## config.mk

```make
export PLATFORM = sky130hd
export DESIGN_NAME = tfms_ctrl
export DESIGN_NICKNAME = d
export VERILOG_FILES = /design/src/tfms_pkg.sv /design/src/tfms_ctrl.sv
export SDC_FILE = /design/constraint.sdc
export NUM_CORES = 1
export LEC_CHECK = 0
export BUFFER_PORTS_ARGS = -buffer_cell sky130_fd_sc_hd__buf_2
export CORE_AREA = 2 2 39 41
export CTS_BUF_LIST = sky130_fd_sc_hd__clkbuf_4 sky130_fd_sc_hd__clkbuf_8 sky130_fd_sc_hd__clkbuf_16
export CTS_CLUSTER_DIAMETER = 60
export DETAILED_ROUTE_END_ITERATION = 10
export DIE_AREA = 0 0 41 43
export PLACE_DENSITY = 0.52
export REMOVE_ABC_BUFFERS = 1
export SLEW_MARGIN = 20
export SYNTH_ARGS = -nofsm -noshare
export SYNTH_HDL_FRONTEND = slang
export SYNTH_SLANG_ARGS = --single-unit
```

## constraint.sdc

```tcl
create_clock -name clk -period 1.8 [get_ports clk]
set_input_delay 0.36 -clock clk [delete_from_list [all_inputs] [get_ports clk]]
set_output_delay 0.36 -clock clk [all_outputs]
set_load 0.1 [all_outputs]
```

## src/tfms_pkg.sv

```systemverilog
// ----------------------------------------------------------------------------
// tfms_pkg
// Shared types and constants for the thruster force and moment summer.
// ----------------------------------------------------------------------------
`default_nettype none

package tfms_pkg;

    localparam int unsigned DATA_W = 32;
    localparam int unsigned SUM_W  = 48;

    // configuration register indexes
    localparam logic [1:0] REG_TIME_NOW = 2'd0;
    localparam logic [1:0] REG_CG_X     = 2'd1;
    localparam logic [1:0] REG_CG_Y     = 2'd2;
    localparam logic [1:0] REG_CG_Z     = 2'd3;
    localparam int unsigned CFG_IDX_W   = 8;

    typedef enum logic [3:0] {
        ST_IDLE,
        ST_FRAC,
        ST_FRC_X,
        ST_FRC_Y,
        ST_FRC_Z,
        ST_MOM_0,
        ST_MOM_1,
        ST_MOM_2,
        ST_MOM_3,
        ST_MOM_4,
        ST_MOM_5,
        ST_ACC,
        ST_OUT
    } state_t;

    // multiplier operand selection
    typedef enum logic [3:0] {
        MUL_FRAC,
        MUL_FX,
        MUL_FY,
        MUL_FZ,
        MUL_R1F2,
        MUL_R2F1,
        MUL_R2F0,
        MUL_R0F2,
        MUL_R0F1,
        MUL_R1F0
    } mul_sel_t;

    typedef struct packed {
        logic     load;
        logic     mul_en;
        mul_sel_t sel;
        logic     acc;
        logic     out_load;
        logic     clear;
    } cmd_t;

    typedef struct packed {
        logic active;
        logic last;
    } status_t;

endpackage

`default_nettype wire

```

## src/tfms_ctrl.sv

```systemverilog
// ----------------------------------------------------------------------------
// tfms_ctrl
// Sequencer stepping one thruster item through the shared multiplier.
// ----------------------------------------------------------------------------
`default_nettype none

module tfms_ctrl (
    input  wire logic              clk,
    input  wire logic              rst_n,
    input  wire logic              in_valid,
    output logic                   in_ready,
    input  wire logic              out_busy,
    input  wire tfms_pkg::status_t status,
    output tfms_pkg::cmd_t         cmd
);

    tfms_pkg::state_t state_reg, state_next;

    // state register
    always_ff @(posedge clk or negedge rst_n)
    begin
        if (!rst_n)
            state_reg <= tfms_pkg::ST_IDLE;
        else
            state_reg <= state_next;
    end

    // next state
    always_comb
    begin
        state_next = state_reg;
        case (state_reg)
            tfms_pkg::ST_IDLE:  if (in_valid) state_next = tfms_pkg::ST_FRAC;
            tfms_pkg::ST_FRAC:  state_next = tfms_pkg::ST_FRC_X;
            tfms_pkg::ST_FRC_X:
                state_next = status.active ? tfms_pkg::ST_FRC_Y : tfms_pkg::ST_ACC;
            tfms_pkg::ST_FRC_Y: state_next = tfms_pkg::ST_FRC_Z;
            tfms_pkg::ST_FRC_Z: state_next = tfms_pkg::ST_MOM_0;
            tfms_pkg::ST_MOM_0: state_next = tfms_pkg::ST_MOM_1;
            tfms_pkg::ST_MOM_1: state_next = tfms_pkg::ST_MOM_2;
            tfms_pkg::ST_MOM_2: state_next = tfms_pkg::ST_MOM_3;
            tfms_pkg::ST_MOM_3: state_next = tfms_pkg::ST_MOM_4;
            tfms_pkg::ST_MOM_4: state_next = tfms_pkg::ST_MOM_5;
            tfms_pkg::ST_MOM_5: state_next = tfms_pkg::ST_ACC;
            tfms_pkg::ST_ACC:
                state_next = status.last ? tfms_pkg::ST_OUT : tfms_pkg::ST_IDLE;
            tfms_pkg::ST_OUT:   if (!out_busy) state_next = tfms_pkg::ST_IDLE;
            default:            state_next = tfms_pkg::ST_IDLE;
        endcase
    end

    // outputs
    always_comb
    begin
        cmd      = '0;
        cmd.sel  = tfms_pkg::MUL_FRAC;
        in_ready = 1'b0;
        case (state_reg)
            tfms_pkg::ST_IDLE:
            begin
                in_ready = 1'b1;
                cmd.load = in_valid;
            end
            tfms_pkg::ST_FRAC:  begin cmd.mul_en = 1'b1; cmd.sel = tfms_pkg::MUL_FRAC; end
            tfms_pkg::ST_FRC_X: begin cmd.mul_en = 1'b1; cmd.sel = tfms_pkg::MUL_FX; end
            tfms_pkg::ST_FRC_Y: begin cmd.mul_en = 1'b1; cmd.sel = tfms_pkg::MUL_FY; end
            tfms_pkg::ST_FRC_Z: begin cmd.mul_en = 1'b1; cmd.sel = tfms_pkg::MUL_FZ; end
            tfms_pkg::ST_MOM_0: begin cmd.mul_en = 1'b1; cmd.sel = tfms_pkg::MUL_R1F2; end
            tfms_pkg::ST_MOM_1: begin cmd.mul_en = 1'b1; cmd.sel = tfms_pkg::MUL_R2F1; end
            tfms_pkg::ST_MOM_2: begin cmd.mul_en = 1'b1; cmd.sel = tfms_pkg::MUL_R2F0; end
            tfms_pkg::ST_MOM_3: begin cmd.mul_en = 1'b1; cmd.sel = tfms_pkg::MUL_R0F2; end
            tfms_pkg::ST_MOM_4: begin cmd.mul_en = 1'b1; cmd.sel = tfms_pkg::MUL_R0F1; end
            tfms_pkg::ST_MOM_5: begin cmd.mul_en = 1'b1; cmd.sel = tfms_pkg::MUL_R1F0; end
            tfms_pkg::ST_ACC:   cmd.acc = 1'b1;
            tfms_pkg::ST_OUT:
            begin
                if (!out_busy)
                begin
                    cmd.out_load = 1'b1;
                    cmd.clear    = 1'b1;
                end
            end
            default: ;
        endcase
    end

    // an item is taken only while idle
    a_ready_idle: assert property (@(posedge clk) disable iff (!rst_n)
        in_ready |-> state_reg == tfms_pkg::ST_IDLE)
        else $error("ready outside idle");
    // load and output commands never coincide
    a_cmd_excl: assert property (@(posedge clk) disable iff (!rst_n)
        !(cmd.load && cmd.out_load))
        else $error("load with output");
    // accumulate is followed by idle or output
    a_acc_next: assert property (@(posedge clk) disable iff (!rst_n)
        cmd.acc |=> (state_reg == tfms_pkg::ST_IDLE || state_reg == tfms_pkg::ST_OUT))
        else $error("bad state after accumulate");

endmodule

`default_nettype wire

```

Word-level counts from Yosys, hierarchy flattened

Cells that the tools add are included.

Output and inout port bits: 10
Input bits: 6
Register bits: 4
Logic and storage cells: 28

Multiplexer cells: 11
Reduce and logical (&&, ||, !) cells: 2
Equality and inequality tests: 14

Operators by type and width:

| operator             | number |
|---|---|
| $pmux W4 S13         | 1 |
| $pmux W5 S10         | 1 |
| $eq A4 B4 Y1 const B | 5 |
| $eq A4 B3 Y1 const B | 4 |
| $mux W4              | 4 |
| $eq A4 B2 Y1 const B | 2 |
| $eq A4 B1 Y1 const B | 1 |
| $logic_not A4 Y1     | 1 |
| $mux W2              | 2 |
| $ne A2 B2 Y1 const B | 2 |
| $mux W1              | 3 |
| $reduce_and A2 Y1    | 1 |

Logic depth before layout (Yosys ltp)

Gate-level depths: netlist of the first run.

Depth after elaboration: 3
Gate-level depth with buffers: 5
Mapped depth without buffers: 3

Least setup slack after synthesis of the first run

Ideal clock, no wire load.

Kind: register to output
Start: register state_reg[1]
End: output port cmd[8] in the netlist's numbering
Slack: -2.212 ns
Arrival: 3.652 ns
Buffers on the path: 2
Stages on the path, launching flop included: 5
Data required time: 1.440 ns
Path through: dfrtp_1 > buf_6 > or2_1 > buf_6 > nor4_1

RTL lines:

| what                     | RTL line        | text |
|---|---|---|
| start: declaration       | tfms_ctrl.sv:17 | `tfms_pkg::state_t state_reg, state_next;` |
| start signal: assignment | tfms_ctrl.sv:23 | `state_reg <= tfms_pkg::ST_IDLE;` |
| start signal: assignment | tfms_ctrl.sv:25 | `state_reg <= state_next;` |
| end: declaration         | tfms_ctrl.sv:14 | `output tfms_pkg::cmd_t cmd` |

==> results of run 1 <==
-- final cells by class --
class | count | area share
flip-flops and latches | 4 | 0.131
clock buffers | 3 | 0.0280
multi-input cells | 32 | 0.321
inverters | 3 | 0.0140
repair buffers | 33 | 0.481
well taps | 16 | 0.0249
-- what timing repair did --
item | in CTS | in global routing
hold buffers | 1 | 0
setup endpoints to repair | 9 | 10
hold endpoints to repair | 4 | 0
gates resized for setup | 7 | 14
pin swaps | 2 | 3
buffers inserted | 3 | 7
-- critical path: cells and delay by family (launching register included) --
family                 cells  cell delay, ps
and+or+nand+nor            1             300
AOI/OAI and AO/OA          1             270
buffers and inverters      1             220
DFF                        1             430
-- cell usage after synthesis --
cell      n
nor3_1    3
dfrtp_1   4
nor2_1    4
o22ai_2   1
o221ai_1  1
a21boi_0  1
buf_4     1
nor4_1    1
a21o_1    1
nand2_1   3
a211oi_1  1
nand2b_1  2
xnor2_1   2
nor2b_1   1
a221oi_1  1
nand3_1   1
or2b_1    1
mux2i_1   1
o21ai_0   1
buf_6     4
a21oi_1   3
a22oi_1   1
or2_1     2
clkbuf_8  1
inv_1     3
-- stage by stage --
stage	TNS, ps	util	hold slack [ps]	cell area [um2]	setup WS, ps
finish	-24.3	0.580	416	803	-24.3
global route	-217	0.580	431	803	-58.7
CTS	-166	0.500	419	692	-37.9
detailed placement	0	0.439	169	608	102
global placement	0	0.439	168	608	123
floorplan	-15330	-	64.4	310	-3390
-- cell families (layout without fill, tap and decap cells) --
family | count (synthesis) | count (layout) | share of synthesized area
multiplexers | 1 | 1 | 0.0266
buffers and inverters | 9 | 39 | 0.206
AO/OA/AOI/OAI | 11 | 11 | 0.213
AND/OR/NAND/NOR | 18 | 18 | 0.243
XOR/XNOR | 2 | 2 | 0.0465
flip-flops | 4 | 4 | 0.266
-- final timing paths --
kind,cells after the start,end,slack [ps]
max,3,cmd[5],-20
min,3,state_reg[0],420
max reg2reg,4,state_reg[3],560
min reg2reg,1,state_reg[1],600
max in group asynchronous,2,state_reg[3],1210
min in group asynchronous,2,state_reg[1],460
-- metal layers --
metal	share of wire	wire length [um]	up-vias
li1	-	-	217
met1	0.44	470	207
met2	0.52	560	10
met3	0.041	44	0
met4	0	0	0
met5	0	0	-
==> summary.txt, run 1 <==
Status
  • Outcome: finished with violations
  • Failing checks: negative setup slack

Clock tree
  • CTS tree: yes
  • CTS max path bufs: 2
  • H-tree depth: 1
  • Sink Count: 4
  • Worst-Skew Late Latency: roughly 230 ps
  • CTS Buf Count: 3
  • Clk slew on worst S/H paths: approximately 40 ps
  • Root Buffer: clkbuf_4

Synth
  • Synth area leader: dfrtp_1
  • Cell Area, Synth: about 380 um2
  • Library cells used by synthesis: 25
  • Sequential element share of the synthesized area: 0.266
  • Mapped Cells: 45
  • Synth Area per Inst: between 8 and 9 um2
  • Synth Register Bits: 4
  • YS warnings: 0
  • Ranking of synthesized cells by area: dfrtp_1, buf_6, xnor2_1
  • Area share of the largest cell type after synthesis: 0.266

Floorplan
  • Die Span Y: roughly 43 um
  • # IOs: 16
  • Core Box Area: around 1400 um2
  • Die width: ~41 um
  • Initial Utilization: 0.272
  • Die area: between 1500 and 2000 um2
  • Cell Rows: 14

Layout
  • Area of the multi-input gates: 258 um2
  • Most frequent cells in the layout: buf_4, buf_12, buf_2
  • Sequential cell area: between 100 and 150 um2
  • Post-layout net count: between 80 and 90
  • Area Growth Syn to Fin: 113%
  • Final Non-Filler Cells: between 90 and 100
  • Layout cells sized above 1: 0.693
  • Commonest non-fill, non-tap cell in the layout: buf_4
  • Fillers: between 100 and 150
  • Max reg flops: 4
  • Ant diodes: 0

Timing
  • Max_slew headroom: 0.800
  • # setup viols final: 1
  • Fin worst setup slack: -24.3 ps
  • Unrepaired setup endpoints after global routing: yes
  • Slew @ Worst Pin: between 200 and 300 ps
  • Fin crit share: 1.01
  • Max-slew violation count: 0
  • Maximum clock rate: about 550 MHz
  • Period minus WS final: around 1800 ps
  • Final hold vios: 0
  • Clock skew: between 2 and 3 ps

Worst setup path
  • Peak per-stage delay on the critical path: about 430 ps
  • Worst setup startpoint: state_reg[0]
  • Critical path peak fanout: 6
  • Kind of critical path: reg2out
  • CP Data Arrival Time: between 1000 and 1500 ps
  • Critical Path Start Type: flip-flop
  • Reg-to-reg startpoint: state_reg[1]
  • Critical-path cell list: or2_4 -> o21ai_1 -> buf_12
  • CP max-delay cell: dfrtp_2
  • Worst path required time: around 1400 ps
  • Crit path capture type: output pin

Hold path
  • HP Class: in2reg
  • HP Start: in_valid

Detailed routing
  • WL per Instance: about 12 um
  • Vias per inst: between 4 and 5
  • Initial DRC count: 5
  • WL final: ~1100 um
  • # DRC: 0
  • Antenna-violating nets left: 0
  • DR pass1 iterations: 4
  • Vias: around 430

GRT
  • Met3 Use GR: 0.0471
  • GRT met1 Usage: 0.179
  • GR peak layer: met1
  • Grt met2 use: 0.178
  • Pin count of the biggest net entering global routing: 14
  • Total gr overflow: 0
  • Vias in the first global route: between 300 and 400
  • First-pass GRT wire length: ~1500 um
  • Initial antenna violation count: 0
  • GRT Util Overall: 0.125

Placement
  • Final Wtd Congestion: just over 0.7
  • HPWL after DPL: 671 um
  • Placed insts: 77
  • Port Buffers: 15

Flow run
  • Max-cap violations: 0
Power of run 1 is left out: the tool's default activity adds up to more than one toggle a clock period on the data nets, which glitch-free logic cannot reach.
==> inputs of run 2 (changes only) <==
--- a/config.mk
+++ b/config.mk
@@ -12,7 +12,6 @@
 export DETAILED_ROUTE_END_ITERATION = 10
 export DIE_AREA = 0 0 41 43
 export PLACE_DENSITY = 0.52
-export REMOVE_ABC_BUFFERS = 1
 export SLEW_MARGIN = 20
 export SYNTH_ARGS = -nofsm -noshare
 export SYNTH_HDL_FRONTEND = slang
==> run 2 against run 1 <==
- the run still ends with negative setup slack left
- cell count decreased by 1.1%
- clock-buffer cell count rose by 1
- clock skew decreased by 1.8 ps
- flip-flop and latch count did not move
- via count fell by 0.92%
- fmax is 0.97% higher
- non-clock buffer count is 2 lower
- die area is the same
- highest routed layer is now met4
- worst hold slack improved by 37 ps
- critical endpoint unchanged
- utilization increased by 4.2 points
- first-iteration DRC count shrank 80%
- sequential share of layout area shrank 1.3 points
==> summary.txt, run 2 (same netlist as run 1, synthesis figures left out) <==
Status
  • Outcome: finished with violations
  • Failing checks: negative setup slack

Timing
  • Final hold vios: 0 (unchanged)
  • Fin worst setup slack: -6.79 ps (+17.5 ps)
  • Max-slew violation count: 0 (unchanged)
  • Clock skew: 1.11 ps (-1.81 ps)
  • Max_slew headroom: 0.817 (+0.0171)
  • Period minus WS final: 1810 ps (-17.5 ps)
  • Fin Setup TNS: -7.19 ps (+17.1 ps)
  • Slew @ Worst Pin: 273 ps (-25.2 ps)
  • Unrepaired setup endpoints after global routing: yes
  • Fin crit share: 1.00 (-0.00974)
  • # setup viols final: 2 (+1)
  • Maximum clock rate: 553 MHz (+0.97%)
  • Worst hold slack: 453 ps (+36.9 ps)

Clock tree
  • CTS Buf Count: 3 (unchanged)
  • CTS tree: yes
  • H-tree depth: 1 (unchanged)
  • Worst-Skew Late Latency: 240 ps (about the same)
  • Clk slew on worst S/H paths: 40 ps (about the same)
  • Root Buffer: clkbuf_4
  • CTS max path bufs: 2 (unchanged)
  • Sink Count: 4 (unchanged)

Layout
  • Layout cells sized above 1: 0.716 (+0.0229)
  • Fillers: 113 (-3.4%)
  • Ant diodes: 0 (unchanged)
  • Area Growth Syn to Fin: 129%
  • Sequential cell area: 101 um2 (-3.6%)
  • Post-layout net count: 81 (-2.4%)
  • Most frequent cells in the layout: buf_12, buf_4, buf_2
  • Max reg flops: 4 (unchanged)
  • Final Non-Filler Cells: 90 (-1.1%)
  • Area of the multi-input gates: 328 um2 (+27%)
  • Final Instance Area: 861 um2 (+7.2%)

GRT
  • First-pass GRT wire length: 1740 um (+19%)
  • Vias in the first global route: 412 (+27%)
  • Initial antenna violation count: 0 (unchanged)
  • Total gr overflow: 0 (unchanged)
  • GRT Util Overall: 0.147 (+0.0218)
  • Pin count of the biggest net entering global routing: 11 (-3)

Placement
  • Placed insts: 76 (-1.3%)
  • Final Wtd Congestion: 0.743 (+3.5%)
  • Port Buffers: 15 (unchanged)
  • HPWL after DPL: 703 um (+4.7%)
  • Placed inst area: 671 um2 (+10%)

Floorplan
  • Die width: 41 um (unchanged)
  • Die area: 1760 um2 (unchanged)
  • # IOs: 16 (unchanged)
  • Core Box Area: 1380 um2 (unchanged)
  • Die Span Y: 43 um (unchanged)
  • Initial Utilization: 0.272 (unchanged)
  • Cell Rows: 14 (unchanged)

Detailed routing
  • Initial DRC count: 1 (-4)
  • Vias per inst: 4.78 (+0.18%)
  • Antenna-violating nets left: 0 (unchanged)
  • Vias: 430 (-0.92%)
  • WL per Instance: 12.1 um (+2.7%)
  • DR pass1 iterations: 2 (-2)
  • # DRC: 0 (unchanged)
  • WL final: 1090 um (+1.6%)

Worst setup path
  • CP top delay family: flip-flops
  • Critical Path Start Type: flip-flop
  • Kind of critical path: reg2out
  • CP Data Arrival Time: 1450 ps (about the same)
  • Critical-path cell list: or2_4 -> buf_4 -> o21ai_4 -> buf_12
  • CP max-delay cell: dfrtp_1
  • Peak per-stage delay on the critical path: 390 ps (-40 ps)
  • Worst path required time: 1440 ps (about the same)
  • Worst path bufs/invs: 2 (+1)
  • Worst reg2reg setup slack: 500 ps (-60 ps)
  • Crit path capture type: output pin
  • Critical path peak fanout: 4 (-2)

Synth
  • Syn_nets: 51

Flow run
  • Max-cap violations: 0 (unchanged)

Hold path
  • HP Class: in2reg
## run 2: changes by cell type in the layout (fill, tap and decap cells not counted), moves of 2 or more
cell / change
buf_4: -3
dfrtp_1: +3
dfrtp_2: -3
nor3_2: -2
nor3_4: +2
## run 2: repair_timing
| item | CTS | global route |
|---|---|---|
| setup endpoints to repair | 6 | 6 |
| hold buffers | 1 | 0 |
| pin swaps | 3 | 4 |
| setup buffers | 3 | 6 |
| cloned | 0 | 0 |
| endpoints found under the hold margin | 4 | 0 |
| resized for setup | 9 | 9 |
## run 2: worst reg2reg max path: stages (launching register included)
cell and delay, ps:
dfrtp_1 360, buf_6 160, buf_4 120, or2b_1 210
a22oi_1 150, o221ai_1 160
## run 2: routing by layer
metal	track usage	up-vias	share of wire
li1	-	209	-
met1	0.182	208	0.39
met2	0.231	11	0.56
met3	0.00524	2	0.032
met4	0.100	0	0.016
met5	0	-	0
## run 2: layout make-up
| class | count | area share |
|---|---|---|
| Clock buffer | 4 | 0.0349 |
| Timing Repair Buffer | 31 | 0.430 |
| Tap cell | 16 | 0.0233 |
| Inverter | 3 | 0.0131 |
| Multi-Input combinational cell | 32 | 0.381 |
| Sequential cell | 4 | 0.118 |
## run 2: through the flow
stage | util | setup WS, ps
2_1_floorplan | - | -548
6_report | 0.622 | -6.79
5_1_grt | 0.622 | -42.2
4_1_cts | 0.559 | -12.8
3_3_place_gp | 0.485 | 130
3_5_place_dp | 0.485 | 117
## run 2: worst paths after layout
| path | from | end | cells after the start |
|---|---|---|---|
| worst min-delay path | in_valid | state_reg[0] | 3 |
| worst max-delay path | state_reg[1] | cmd[5] | 4 |
| min in group asynchronous | rst_n | state_reg[2] | 2 |
| max in group asynchronous | rst_n | state_reg[3] | 2 |
| worst max register to register | state_reg[1] | state_reg[3] | 5 |
| worst min register to register | state_reg[0] | state_reg[0] | 2 |
Power of run 2 is left out for the same reason.
==> inputs of run 3 (changes only) <==
==> constraint.sdc (replaced) <==
create_clock -name clk -period 2.2 [get_ports clk]
set_input_delay 0.44 -clock clk [delete_from_list [all_inputs] [get_ports clk]]
set_output_delay 0.44 -clock clk [all_outputs]
set_load 0.1 [all_outputs]
==> run 3 against run 2 <==
- the flow now finishes without violations
- worst setup slack better by 190 ps
- cell count is 14% lower
- highest routed layer unchanged
- critical endpoint is now cmd[1]
- global-route usage decreased by 1.2 points
- register-to-register slack improved by 410 ps
- die area is the same
- worst hold slack improved by 79 ps
- critical path depth shrank 1
- flip-flop and latch count is the same
- first-iteration DRC count rose to 4.0 times the previous value
==> summary.txt, run 3 (same netlist as run 1, synthesis figures left out) <==
GRT
  • Vias in the first global route: 380 (-7.8%)
  • GRT Util Overall: 0.134 (-0.0124)
  • Pin count of the biggest net entering global routing: 15 (+4)
  • First-pass GRT wire length: 1550 um (-11%)
  • Initial antenna violation count: 0 (unchanged)
  • Total gr overflow: 0 (unchanged)

Layout
  • Commonest non-fill, non-tap cell in the layout: buf_12
  • Most frequent cells in the layout: buf_12, buf_2, dfrtp_1
  • Final Non-Filler Cells: 77 (-14%)
  • Area Growth Syn to Fin: 79.4%
  • Ant diodes: 0 (unchanged)
  • Post-layout net count: 69 (-15%)
  • Layout cells sized above 1: 0.508 (-0.208)
  • Max reg flops: 4 (unchanged)

Worst setup path
  • Worst reg2reg setup slack: 910 ps (+410 ps)
  • Worst reg2reg path depth: 3 (-2)
  • Stages on the worst setup path: 3 (-1)
  • Worst path required time: 1760 ps (+320 ps)
  • Critical-path cell list: or2_4 -> nor3_4 -> buf_12
  • Kind of critical path: reg2out
  • Reg2reg end: state_reg[0]
  • Critical Path Start Type: flip-flop
  • CP Data Arrival Time: 1580 ps (+130 ps)
  • Critical path peak fanout: 10 (+6)
  • Crit path capture type: output pin
  • CP max-delay cell: dfrtp_1
  • Reg-to-reg startpoint: state_reg[2]
  • Peak per-stage delay on the critical path: 470 ps (+80 ps)
  • Worst path bufs/invs: 1 (-1)
  • Worst setup startpoint: state_reg[1]
  • CP top delay family: simple AND/OR/NAND/NOR gates
  • Critical Path End: cmd[1]

Timing
  • Unrepaired setup endpoints after global routing: no
  • Period minus WS final: about 2000 ps
  • Fin crit share: 0.917
  • Fin worst setup slack: 183 ps (+190 ps)
  • # setup viols final: 0 (-2)
  • Maximum clock rate: 496 MHz
  • Max_slew headroom: 0.722 (-0.0948)
  • Slew @ Worst Pin: 413 ps (+141 ps)
  • Final hold vios: 0 (unchanged)
  • Worst hold slack: 532 ps (+79.2 ps)
  • Clock skew: 5.03 ps (+3.92 ps)
  • Max-slew violation count: 0 (unchanged)

Floorplan
  • Initial Utilization: 0.272 (unchanged)
  • Cell Rows: 14 (unchanged)
  • Core Box Area: 1380 um2 (unchanged)
  • Die width: 41 um (unchanged)
  • Die area: 1760 um2 (unchanged)
  • # IOs: 16 (unchanged)
  • Die Span Y: 43 um (unchanged)

Detailed routing
  • WL per Instance: 11.1 um (-8.2%)
  • Antenna-violating nets left: 0 (unchanged)
  • Vias per inst: 4.87 (+1.9%)
  • Vias: 375 (-13%)
  • Initial DRC count: 4 (+3)
  • WL final: 858 um (-21%)
  • DR pass1 iterations: 3 (+1)
  • # DRC: 0 (unchanged)

Hold path
  • HP Class: in2reg

Placement
  • Final Wtd Congestion: 0.820 (+10%)
  • Dpl ws: 274 ps (+157 ps)
  • Placed insts: 73 (-3.9%)
  • Port Buffers: 15 (unchanged)
  • HPWL after DPL: 688 um (-2.1%)

Clock tree
  • Worst-Skew Late Latency: 240 ps (about the same)
  • CTS max path bufs: 2 (unchanged)
  • Clk slew on worst S/H paths: 40 ps (about the same)
  • H-tree depth: 1 (unchanged)
  • Sink Count: 4 (unchanged)
  • Root Buffer: clkbuf_4
  • Setup Fix Bufs, Post-CTS: 0 (-3)
  • CTS tree: yes
  • CTS Buf Count: 3 (unchanged)

Flow run
  • Max-cap violations: 0 (unchanged)

Status
  • Outcome: finished, final reports clean

Synth
  • Syn_nets: 51 (unchanged)
-- run 3: timing repair --
item,4_1_cts,5_1_grt
gates resized for setup,0,1
hold buffers,1,0
endpoints found under the setup margin,0,3
endpoints found under the hold margin,4,0
-- run 3: how the worst min path moves through the flow --
stage / cells after the start / start / end
finish: 3 / in_valid / state_reg[0]
global route: 3 / in_valid / state_reg[0]
CTS: 3 / in_valid / state_reg[0]
detailed placement: 1 / rst_n / state_reg[2]
global placement: 1 / rst_n / state_reg[3]
floorplan: 0 / rst_n / state_reg[0]
-- run 3: layout make-up --
class | count | area (um2)
fill | 139 | 708
sequential | 4 | 100
clock buffer | 3 | 22.5
timing repair buffer | 19 | 258
multi-input combinational | 32 | 264
tap | 16 | 20.0
inverter | 3 | 11.3
-- run 3: per-layer routing --
layer	GRT usage	vias up	wire length [um]
li1	-	183	-
met1	0.151	177	344
met2	0.203	12	455
met3	0.0209	3	34
met4	0.120	0	24
met5	0	-	0
-- run 3: stage by stage --
stage                     utilization  TNS, ps  area [um2]
after global placement          0.463        0         641
after floorplan                     -     -623         452
final                           0.488        0         676
after CTS                       0.486        0         673
after detailed placement        0.463        0         641
after global routing            0.488        0         676
-- run 3: worst min-delay path, cell delays in order --
cell and delay [ps]:
buf_2 90, inv_1 100, a221oi_1 90
Power of run 3 is left out for the same reason.
